[src/design/srx_pkg.sv]
// Package for the symbol rewrite expander: default sizes, command codes
// and the controller state type. No dependencies.
`default_nettype none

package srx_pkg;

  localparam int unsigned SRX_NUM_RULES   = 8;
  localparam int unsigned SRX_MAX_REPLACE = 16;
  localparam int unsigned SRX_SYMBOL_BITS = 16;

  // Fixed field widths of the ports
  localparam int unsigned SRX_CMD_W   = 2;
  localparam int unsigned SRX_RIDX_W  = 3;
  localparam int unsigned SRX_POS_W   = 4;
  localparam int unsigned SRX_SYM_W   = 16;
  localparam int unsigned SRX_LEN_W   = 5;
  localparam int unsigned SRX_COUNT_W = 4;

  typedef enum logic [SRX_CMD_W-1:0] {
    CMD_RULE    = 2'd0,
    CMD_REPL    = 2'd1,
    CMD_REWRITE = 2'd2,
    CMD_NOP     = 2'd3
  } srx_cmd_e;

  typedef enum logic [1:0] {
    ST_IDLE,
    ST_SCAN,
    ST_PASS,
    ST_EMIT
  } srx_state_e;

endpackage

`default_nettype wire

[src/design/symbol_rewrite_expander.sv]
// Top level of the symbol rewrite expander: rule table and replacement
// store in two srx_ram instances, scan/emit controller, output register.
// Depends on srx_pkg and srx_ram.
//
//  channel | direction | handshake               | payload
//  --------+-----------+-------------------------+----------------------------------------
//  in      | input     | in_valid_i / in_stall_o | command, rule_index, position, symbol,
//          |           |                         | length
//  out     | output    | out_valid_o/out_stall_i | out_symbol, last, from_rule
//  cfg     | input     | cfg_valid_i/cfg_ready_o | cfg_data_i (rule_count)
//
// Load commands and the unused command are handled in idle without leaving it.
// A rewrite reads the rule table one entry at a time through the single read port, from
// rule 0 up to the first matching rule, or through every active rule on a miss. It then
// streams one replacement read per cycle while the output is not stalled, each read held
// in the RAM register before it moves to the output register; it emits nothing for an
// empty replacement, or hands over a passthrough symbol. Output stalls hold the stream.
// Reset clears control state only; table contents are undefined until loaded.
// in_stall_o is low whenever the controller is idle, even while a result waits in the
// output register.
`default_nettype none

module symbol_rewrite_expander
  import srx_pkg::*;
#(
  parameter int unsigned NUM_RULES   = SRX_NUM_RULES,
  parameter int unsigned MAX_REPLACE = SRX_MAX_REPLACE,
  parameter int unsigned SYMBOL_BITS = SRX_SYMBOL_BITS
) (
  input  wire logic                   clk_i,
  input  wire logic                   rst_ni,

  input  wire logic                   in_valid_i,
  output logic                        in_stall_o,
  input  wire logic [SRX_CMD_W-1:0]   command_i,
  input  wire logic [SRX_RIDX_W-1:0]  rule_index_i,
  input  wire logic [SRX_POS_W-1:0]   position_i,
  input  wire logic [SRX_SYM_W-1:0]   symbol_i,
  input  wire logic [SRX_LEN_W-1:0]   length_i,

  output logic                        out_valid_o,
  input  wire logic                   out_stall_i,
  output logic      [SRX_SYM_W-1:0]   out_symbol_o,
  output logic                        last_o,
  output logic                        from_rule_o,

  input  wire logic                   cfg_valid_i,
  output logic                        cfg_ready_o,
  input  wire logic [SRX_COUNT_W-1:0] cfg_data_i
);

  localparam int unsigned SW   = (SYMBOL_BITS < SRX_SYM_W) ? SYMBOL_BITS : SRX_SYM_W;
  localparam int unsigned LW   = $clog2(MAX_REPLACE + 1);
  localparam int unsigned RIW  = (NUM_RULES > 1) ? $clog2(NUM_RULES) : 1;
  localparam int unsigned ACW  = $clog2(NUM_RULES + 1);
  localparam int unsigned REPD = NUM_RULES * MAX_REPLACE;
  localparam int unsigned RAW  = (REPD > 1) ? $clog2(REPD) : 1;

  srx_state_e state_q, state_d;

  logic [ACW-1:0]         r_q, r_d, r_next, active;
  logic [SW-1:0]          sym_q, sym_d;
  logic [LW-1:0]          n_q, n_d, k_q, k_d, k_next;
  logic [RAW-1:0]         base_q, base_d;
  logic                   dval_q, dval_d, dlast_q, dlast_d;
  logic                   out_valid_q, out_valid_d;
  logic [SRX_SYM_W-1:0]   out_sym_q, out_sym_d;
  logic                   out_last_q, out_last_d, out_rule_q, out_rule_d;
  logic [SRX_COUNT_W-1:0] rule_count_q, rule_count_d;

  logic                   accept, out_free, load_out, issue;
  logic [LW-1:0]          len_clamped;

  // Rule table: {length, match symbol}
  logic                   rule_we, rule_re;
  logic [RIW-1:0]         rule_waddr, rule_raddr;
  logic [LW+SW-1:0]       rule_wdata, rule_rdata;
  logic [LW-1:0]          rd_len;
  logic [SW-1:0]          rd_match;

  logic                   rep_we, rep_re;
  logic [RAW-1:0]         rep_waddr, rep_raddr;
  logic [SW-1:0]          rep_rdata;

  assign accept      = in_valid_i && !in_stall_o;
  assign in_stall_o  = (state_q != ST_IDLE);
  assign cfg_ready_o = 1'b1;

  assign len_clamped = LW'((32'(length_i) > MAX_REPLACE) ? MAX_REPLACE : 32'(length_i));
  assign active      = (32'(rule_count_q) > NUM_RULES) ? ACW'(NUM_RULES)
                                                       : ACW'(rule_count_q);

  // Table writes happen only on an accept in idle, reads only on a rewrite accept or while
  // busy, so the same entry is never written and read in one cycle.
  assign rule_we    = accept && (command_i == CMD_RULE) && (32'(rule_index_i) < NUM_RULES);
  assign rule_waddr = RIW'(rule_index_i);
  assign rule_wdata = {len_clamped, symbol_i[SW-1:0]};
  assign {rd_len, rd_match} = rule_rdata;

  assign rep_we    = accept && (command_i == CMD_REPL) &&
                     (32'(rule_index_i) < NUM_RULES) && (32'(position_i) < MAX_REPLACE);
  assign rep_waddr = RAW'(32'(rule_index_i) * MAX_REPLACE + 32'(position_i));
  assign rep_raddr = base_q + RAW'(k_q);

  assign r_next   = r_q + 1'b1;
  assign k_next   = k_q + 1'b1;
  assign out_free = !out_valid_q || !out_stall_i;
  assign load_out = (state_q == ST_EMIT) && dval_q && out_free;
  assign issue    = (state_q == ST_EMIT) && (k_q != n_q) && (!dval_q || load_out);

  srx_ram #(
    .Width(LW + SW),
    .Depth(NUM_RULES)
  ) u_rule_ram (
    .clk_i  (clk_i),
    .we_i   (rule_we),
    .waddr_i(rule_waddr),
    .wdata_i(rule_wdata),
    .re_i   (rule_re),
    .raddr_i(rule_raddr),
    .rdata_o(rule_rdata)
  );

  srx_ram #(
    .Width(SW),
    .Depth(REPD)
  ) u_rep_ram (
    .clk_i  (clk_i),
    .we_i   (rep_we),
    .waddr_i(rep_waddr),
    .wdata_i(symbol_i[SW-1:0]),
    .re_i   (rep_re),
    .raddr_i(rep_raddr),
    .rdata_o(rep_rdata)
  );

  always_comb begin
    state_d      = state_q;
    r_d          = r_q;
    sym_d        = sym_q;
    n_d          = n_q;
    k_d          = k_q;
    base_d       = base_q;
    dval_d       = dval_q;
    dlast_d      = dlast_q;
    out_valid_d  = out_valid_q && out_stall_i;
    out_sym_d    = out_sym_q;
    out_last_d   = out_last_q;
    out_rule_d   = out_rule_q;
    rule_count_d = cfg_valid_i ? cfg_data_i : rule_count_q;
    rule_re      = 1'b0;
    rule_raddr   = '0;
    rep_re       = 1'b0;

    unique case (state_q)
      ST_IDLE: begin
        if (accept && (command_i == CMD_REWRITE)) begin
          sym_d = symbol_i[SW-1:0];
          r_d   = '0;
          if (active != '0) begin
            rule_re = 1'b1;
            state_d = ST_SCAN;
          end else begin
            state_d = ST_PASS;
          end
        end
      end
      ST_SCAN: begin
        if (rd_match == sym_q) begin
          n_d     = rd_len;
          k_d     = '0;
          base_d  = RAW'(32'(r_q) * MAX_REPLACE);
          dval_d  = 1'b0;
          state_d = (rd_len == '0) ? ST_IDLE : ST_EMIT;
        end else if (r_next < active) begin
          rule_re    = 1'b1;
          rule_raddr = r_next[RIW-1:0];
          r_d        = r_next;
        end else begin
          state_d = ST_PASS;
        end
      end
      ST_PASS: begin
        if (out_free) begin
          out_valid_d = 1'b1;
          out_sym_d   = SRX_SYM_W'(sym_q);
          out_last_d  = 1'b1;
          out_rule_d  = 1'b0;
          state_d     = ST_IDLE;
        end
      end
      ST_EMIT: begin
        // Stream: read slot k while the previous slot moves to the output.
        if (load_out) begin
          out_valid_d = 1'b1;
          out_sym_d   = SRX_SYM_W'(rep_rdata);
          out_last_d  = dlast_q;
          out_rule_d  = 1'b1;
          if (dlast_q) begin
            state_d = ST_IDLE;
          end
        end
        if (issue) begin
          rep_re  = 1'b1;
          k_d     = k_next;
          dlast_d = (k_next == n_q);
        end
        dval_d = issue || (dval_q && !load_out);
      end
      default: begin
        state_d = ST_IDLE;
      end
    endcase
  end

  always_ff @(posedge clk_i or negedge rst_ni) begin
    if (!rst_ni) begin
      state_q      <= ST_IDLE;
      dval_q       <= 1'b0;
      out_valid_q  <= 1'b0;
      rule_count_q <= '0;
    end else begin
      state_q      <= state_d;
      dval_q       <= dval_d;
      out_valid_q  <= out_valid_d;
      rule_count_q <= rule_count_d;
    end
  end

  always_ff @(posedge clk_i) begin
    r_q        <= r_d;
    sym_q      <= sym_d;
    n_q        <= n_d;
    k_q        <= k_d;
    base_q     <= base_d;
    dlast_q    <= dlast_d;
    out_sym_q  <= out_sym_d;
    out_last_q <= out_last_d;
    out_rule_q <= out_rule_d;
  end

  assign out_valid_o  = out_valid_q;
  assign out_symbol_o = out_sym_q;
  assign last_o       = out_last_q;
  assign from_rule_o  = out_rule_q;

  a_dval_only_emit: assert property (@(posedge clk_i) disable iff (!rst_ni)
    dval_q |-> (state_q == ST_EMIT))
    else $error("replacement data held outside emit");

  a_issue_bound: assert property (@(posedge clk_i) disable iff (!rst_ni)
    (state_q == ST_EMIT) |-> (k_q <= n_q))
    else $error("more replacement reads issued than the rule length");

  a_pass_last: assert property (@(posedge clk_i) disable iff (!rst_ni)
    (out_valid_o && !from_rule_o) |-> last_o)
    else $error("passthrough result not marked last");

  a_rewrite_busy: assert property (@(posedge clk_i) disable iff (!rst_ni)
    (in_valid_i && !in_stall_o && (command_i == CMD_REWRITE)) |=> in_stall_o)
    else $error("rewrite transfer did not start the scan");

endmodule

`default_nettype wire

[src/design/srx_ram.sv]
// Generic simple dual-port RAM: one write port, one read port with a
// registered read that holds its data while no read is issued. No dependencies.
`default_nettype none

module srx_ram #(
  parameter int unsigned Width = 16,
  parameter int unsigned Depth = 8,
  localparam int unsigned AddrBits = (Depth > 1) ? $clog2(Depth) : 1
) (
  input  wire logic                clk_i,
  input  wire logic                we_i,
  input  wire logic [AddrBits-1:0] waddr_i,
  input  wire logic [Width-1:0]    wdata_i,
  input  wire logic                re_i,
  input  wire logic [AddrBits-1:0] raddr_i,
  output logic      [Width-1:0]    rdata_o
);

  logic [Width-1:0] mem_q [Depth];
  logic [Width-1:0] rdata_q;

  always_ff @(posedge clk_i) begin
    if (we_i) begin
      mem_q[waddr_i] <= wdata_i;
    end
    if (re_i) begin
      rdata_q <= mem_q[raddr_i];
    end
  end

  assign rdata_o = rdata_q;

endmodule

`default_nettype wire

[config.mk]
export PLATFORM = sky130hd
export DESIGN_NAME = symbol_rewrite_expander
export DESIGN_NICKNAME = d
export VERILOG_FILES = /design/src/design/srx_pkg.sv /design/src/design/symbol_rewrite_expander.sv /design/src/design/srx_ram.sv
export SDC_FILE = /design/constraint.sdc
export NUM_CORES = 2
export LEC_CHECK = 0
export ABC_AREA = 1
export BUFFER_PORTS_ARGS = -buffer_cell sky130_fd_sc_hd__buf_2
export CAP_MARGIN = 20
export CORE_AREA = 2 2 563 565
export CTS_CLUSTER_DIAMETER = 60
export DETAILED_ROUTE_END_ITERATION = 10
export DIE_AREA = 0 0 565 567
export HOLD_SLACK_MARGIN = 0.02
export PLACE_DENSITY_LB_ADDON = 0.3
export SLEW_MARGIN = 20
export SYNTH_ARGS = -nofsm -noshare
export SYNTH_HDL_FRONTEND = slang
export SYNTH_SLANG_ARGS = --single-unit
[constraint.sdc]
create_clock -name clk_i -period 3.5 [get_ports clk_i]
set_input_delay 0.175 -clock clk_i [delete_from_list [all_inputs] [get_ports clk_i]]
set_output_delay 0.175 -clock clk_i [all_outputs]
set_load 0.005 [all_outputs]
After elaboration in Yosys (flattened, before gate mapping) --
Memory sizes are Yosys's and may differ from the RTL's. A register that Yosys moved wholly into a read port is not among the register bits. Cells that the tools add are included.
Word-level totals: bits in writable memories 2216, bits in latches 0, output and inout bits 21, register bits after elaboration 60, memory bits (read-only) 0, memories kept 2
Cells by class: shift-type cells 0, equality and inequality tests 17, bitwise logic cells 0, muxes and demuxes 46, add/sub/neg operators 4, divide/modulo/power cells 0, order comparisons 3, multiply operators 0, reduce and logical (&&, ||, !) cells 34
Memories:
- u_rep_ram.mem_q | depth 128, width 16, read ports 1, clocked after Yosys merged registers in 1, write ports 1, RTL line srx_ram.sv:19 | logic [Width-1:0] mem_q [Depth];
- u_rule_ram.mem_q | depth 8, width 21, read ports 1, clocked after Yosys merged registers in 1, write ports 1, RTL line srx_ram.sv:19
Operator list (number):
- two-way mux 16 bit | 2
- case mux 16 bit (2 select lines) | 1
- two-way mux 1 bit | 17
- equality test 16 bit | 1
- two-way mux 2 bit | 8
- two-way mux 4 bit | 4
- inequality test 2 bit (second input constant) | 8
- two-way mux 5 bit | 3
- logical AND 1 bit | 10
- case mux 1 bit (2 select lines) | 5
- case mux 5 bit (2 select lines) | 1
- two-way mux 3 bit | 3
- case mux 2 bit (4 select lines) | 1
- case mux 4 bit (2 select lines) | 1
- AND reduction 2 bit | 4
- nonzero test 2 bit | 4
- adder 7 x 4 -> 7 bit | 1
- adder 7 x 5 -> 7 bit | 1
- equality test 2 bit (second input constant) | 3
- AND reduction 3 bit | 2
- adder 5 x 1 -> 5 bit (second input constant) | 1
- equality test 5 bit | 1
- greater-than comparator 5 bit (second input constant) | 1
- logical NOT 1 bit | 5
- 12 further kinds | 16

Logic depth before layout (Yosys ltp) --
depth in word-level cells 7, depth in mapped cells 17, gate-level depth less buffers 15

Cells and area by module --
Synthesis repeated with hierarchy kept, for this count alone.
Second synthesis, totals: cell total of the unflattened synthesis 7898, area, all modules 94023.9 µm²
By module, submodules not included:
- srx_ram (u_rep_ram) | area each 82988.3 µm², sequential area each 61979.4 µm², cells each 6793, instances 1
- srx_ram (u_rule_ram) | area each 7996.4 µm², sequential area each 5675.4 µm², cells each 765, instances 1
- symbol_rewrite_expander | area each 3039.2 µm², sequential area each 1761.7 µm², cells each 340, instances 1

Least setup slack after synthesis --
OpenSTA, ideal clock, no wires.
kind reg-to-reg, start register state_q[1], end memory u_rule_ram.mem_q[0][0] (netlist name) (enable), setup slack 59 ps, required time 3047 ps, buffers on the path 0, cell stages (with the launch flop) 4, arrival 2988 ps, cells stage by stage dfrtp_1 -> nor2_1 -> nand4_1 -> nor4_1
On the way: longest elaborated chain between the ends 6
Ends and longest elaborated chain:
- start: declaration | RTL line symbol_rewrite_expander.sv:59 | srx_state_e state_q, state_d;
- start signal: assignment | RTL line symbol_rewrite_expander.sv:223 | state_q <= state_d;
- nonzero test 2 bit | RTL line symbol_rewrite_expander.sv:86 | assign in_stall_o = (state_q != ST_IDLE);
- logical NOT 1 bit | RTL line symbol_rewrite_expander.sv:85 | assign accept = in_valid_i && !in_stall_o;
- logical AND 1 bit | RTL line symbol_rewrite_expander.sv:85
- logical AND 1 bit | RTL line symbol_rewrite_expander.sv:95 | assign rule_we = accept && (command_i == CMD_RULE) && (32'(rule_index_i) < NUM_RULES);
- two-way mux 1 bit | RTL line srx_ram.sv:23 | if (we_i) begin
- two-way mux 1 bit (implied by the code) | RTL line srx_ram.sv:24 | mem_q[waddr_i] <= wdata_i;
- end: declaration | RTL line srx_ram.sv:19
No other way between the ends.

Final worst setup path --
start register k_q[0], end register u_rep_ram.rdata_q[3] (netlist: u_rep_ram.rdata_o[3]), read port of u_rep_ram.mem_q (data pin)
On the way: longest elaborated chain between the ends 5, elaborated cells between the ends (all ways) 6, classes of those cells 1 x add/sub; 1 x eq/ne; 2 x mux; 2 x reduce/logical
Ends and longest elaborated chain:
- start: declaration | RTL line symbol_rewrite_expander.sv:63 | logic [LW-1:0] n_q, n_d, k_q, k_d, k_next;
- start signal: assignment | RTL line symbol_rewrite_expander.sv:234 | k_q <= k_d;
- branches (longest 5 deep; another with adder 7 x 5 -> 7 bit)
- end: declaration | RTL line srx_ram.sv:20 | logic [Width-1:0] rdata_q;
Several ways; the timed one is not identified. A chain may end at the register's enable or synchronous reset.

==> metrics <==
outcome finished, final reports clean; Post-Synthesis Cells 7668; Layout Cell Area excl Fill 0.1092 mm^2; CP most frequent cell nand3_1; area grow syn2layout 16.21%; DIE HEIGHT roughly 570 um; CTS tree built; final max-slew violation count 0; P_leak 37.66 nW; Nets between 7000 and 8000; commonest non-fill, non-tap cell in the layout edfxtp_1; core footprint ~0.31 mm^2; antenna viol nets, final 0; Reg clk slew, reported paths roughly 0.060 ns; CTS Buf Count 241; FMAX 0.2907 GHz; dpl cells 11750; synth unique cells 41; Sinks on Clock Net roughly 2300; Min Hold Slack between 0.08 and 0.09 ns; final setup vio count 0; CTS H-tree depth 4; Detailed Route Iter0 Violations 7017; post-detail-place hpwl approximately 170000 um; Final Critical Period 3.440 ns; share of post-route cells with drive strength above 1 0.1060; crit-path cells buf_12 > clkinv_16 > buf_16 > a21oi_1 > o21ai_0 > nor2_1 > nand2_1 > nand3_1 > nand3_1 > nand3_1 > nand2_1; Placer Congestion 0.8336; post-route clock period utilization 0.9830; initial core utilization 0.2994; Power Density roughly 600 mW/mm^2; first-pass GRT wire length 415000 um; Max Cap Violations 0; sequential share of the synthesized area 0.7384; Clock Latency Late Sink 0.89 ns; largest net degree at the start of global routing 136; Vias/cell 5.000; Die W 565 um; final-report hold violation count 0; Synth Warn # 0; CP max stage cell edfxtp_1; antenna violations before repair 18; IO Port Bufs 58; WL final 287900 um; top_reg_cell synth edfxtp_1; register bit total from synthesis 2313; actual slew at the worst max-slew pin 1.134 ns; kind of critical path reg -> reg; unrepaired setup endpoints after global routing no; slew margin rel. 0.2439; vias in the first global route 58950; Core Rows just over 200; endpoint class of the critical path flip-flop; DIE AREA 0.3204 mm^2; Placed Area 0.1008 mm^2; clk_skew just under 0.03 ns; CP Data Required Time 4.13 ns; Non-Filler Instances 12260; Core Util, Final 0.3480; Avg Cell Area, Syn around 12 um^2; maximum fanout along the worst path 135; syn_nets 7714; Worst path max stage delay about 0.45 ns; Worst setup SP type flip-flop; DRC violations left 0; CTS Buffer Depth 3; setup_tns 0 ns; num ports 60; Synth async-reset ratio 0.003459; GR Overflow Total 0; WL/cell 23.48 um; VDD IR-drop max 0.4954 mV; EDFF count, synth 2305; drt first pass iters 8; Overall Global Routing Usage 0.1752; Cell Area, Synth 0.09401 mm^2; Hold Crit Class in -> reg; Critical Path AT 4.07 ns; clk root buf clkbuf_16; commonest cells after routing, fill and taps aside 2305 x edfxtp_1, 1592 x nand2_1, 958 x nor2_1; vias 61300
-- what timing repair did --
| action | CTS | global route |
|---|---|---|
| endpoints found under the setup margin | 28 | 6 |
| hold endpoints to repair | 1301 | 0 |
| gates resized for setup | 1 | 6 |
| hold buffers | 49 | 0 |
| setup buffers | 0 | 3 |
-- state kept, by name (all words and copies together) (netlist names), 2 cells and up --
register and flops:
u_rep_ram.rdata_o 16, r_q 4, base_q 3, out_symbol_o 16, rule_count_q 4, sym_q 16
u_rep_ram.mem_q 2048, u_rule_ram.mem_q 168, k_q 5, u_rule_ram.rdata_o 21, state_q 2, n_q 5
-- critical path, delay by kind of cell, from the launching register on --
family / cells / cell delay (ns)
AO/OA/AOI/OAI: 2 / 0.36
buffers and inverters: 3 / 0.74
flip-flops: 1 / 0.45
AND/OR/NAND/NOR: 6 / 1.37
-- cells in the mapped netlist (6+ instances only) --
master	instances	share of area
nand2_1	1595	0.064
ha_1	7	0.00093
edfxtp_1	2305	0.74
nand3_1	351	0.019
o21ai_0	747	0.040
o22ai_1	253	0.017
inv_1	268	0.011
clkbuf_1	228	0.0091
nand4_1	87	0.0058
xnor2_1	9	0.00084
a21boi_0	212	0.017
a21oi_1	281	0.015
o21ai_1	19	0.0010
nor3_1	6	0.00032
buf_1	41	0.0016
nor4_1	6	0.00040
buf_6	41	0.0049
buf_4	65	0.0052
dfrtp_1	8	0.0021
buf_2	104	0.0055
or2_2	43	0.0029
nor2_1	963	0.038
-- stage by stage --
step / setup WS, ns / total power [mW]
after floorplan: 0.05856 / 36.41
after detailed placement: 0.02025 / 40.11
after CTS: 0.02666 / 65.53
after global routing: 0.05335 / 67.40
after global placement: -0.01807 / 40.08
final: 0.05954 / 65.16
-- cells by family (layout without fill, tap and decap cells) --
family                     after synthesis  in the layout  synth area share
and+or+nand+nor                       3057           3057            0.1308
DFF                                   2313           2313            0.7384
AOI/OAI and AO/OA                     1516           1516           0.08996
buffers and inverters                  759           1186           0.03829
xor gates and xnor gates                13             13          0.001291
adders and majority gates                7              7         0.0009316
muxes                                    2              2         0.0002396
other                                    1              7        0.00003989
-- report_power, final --
part           switching, mW  leakage [nW]  internal [mW]
registers              0.250          20.8           30.9
clock network           11.0          3.84           14.6
logic                   6.21          13.0           2.24
-- layer usage --
layer  vias up  GRT usage  wire length (um)
li1      27690          -                 -
met5         -          0                32
met1     30830     0.2462            126100
met3       411    0.02711             20560
met4         4    0.05818              9401
met2      2359     0.2756            131900
-- worst paths after layout --
| kind | start | end | slack, ns | cells after the start |
|---|---|---|---|---|
| min in group asynchronous | rst_ni | rule_count_q[3] | 0.30 | 3 |
| setup / recovery | k_q[0] | u_rep_ram.rdata_o[3] | 0.06 | 11 |
| max in group asynchronous | rst_ni | state_q[0] | 2.89 | 3 |
| hold reg to reg | r_q[2] | base_q[6] | 0.50 | 0 |
| setup reg to reg | k_q[0] | u_rep_ram.rdata_o[3] | 0.06 | 11 |
| hold / removal | position_i[0] | u_rep_ram.mem_q[11][15] | 0.09 | 5 |
-- cell type report --
type,instances,area [um^2]
fillers,30610,204700
flip-flops and latches,2313,69420
multi-input cells,4596,21180
clock buffers,284,6245
well taps,4160,5205
repair buffers,463,4494
clock inverters,166,1625
inverters,273,1069
diodes,6,15.01
No activity file was read; power rests on OpenSTA's default activity.
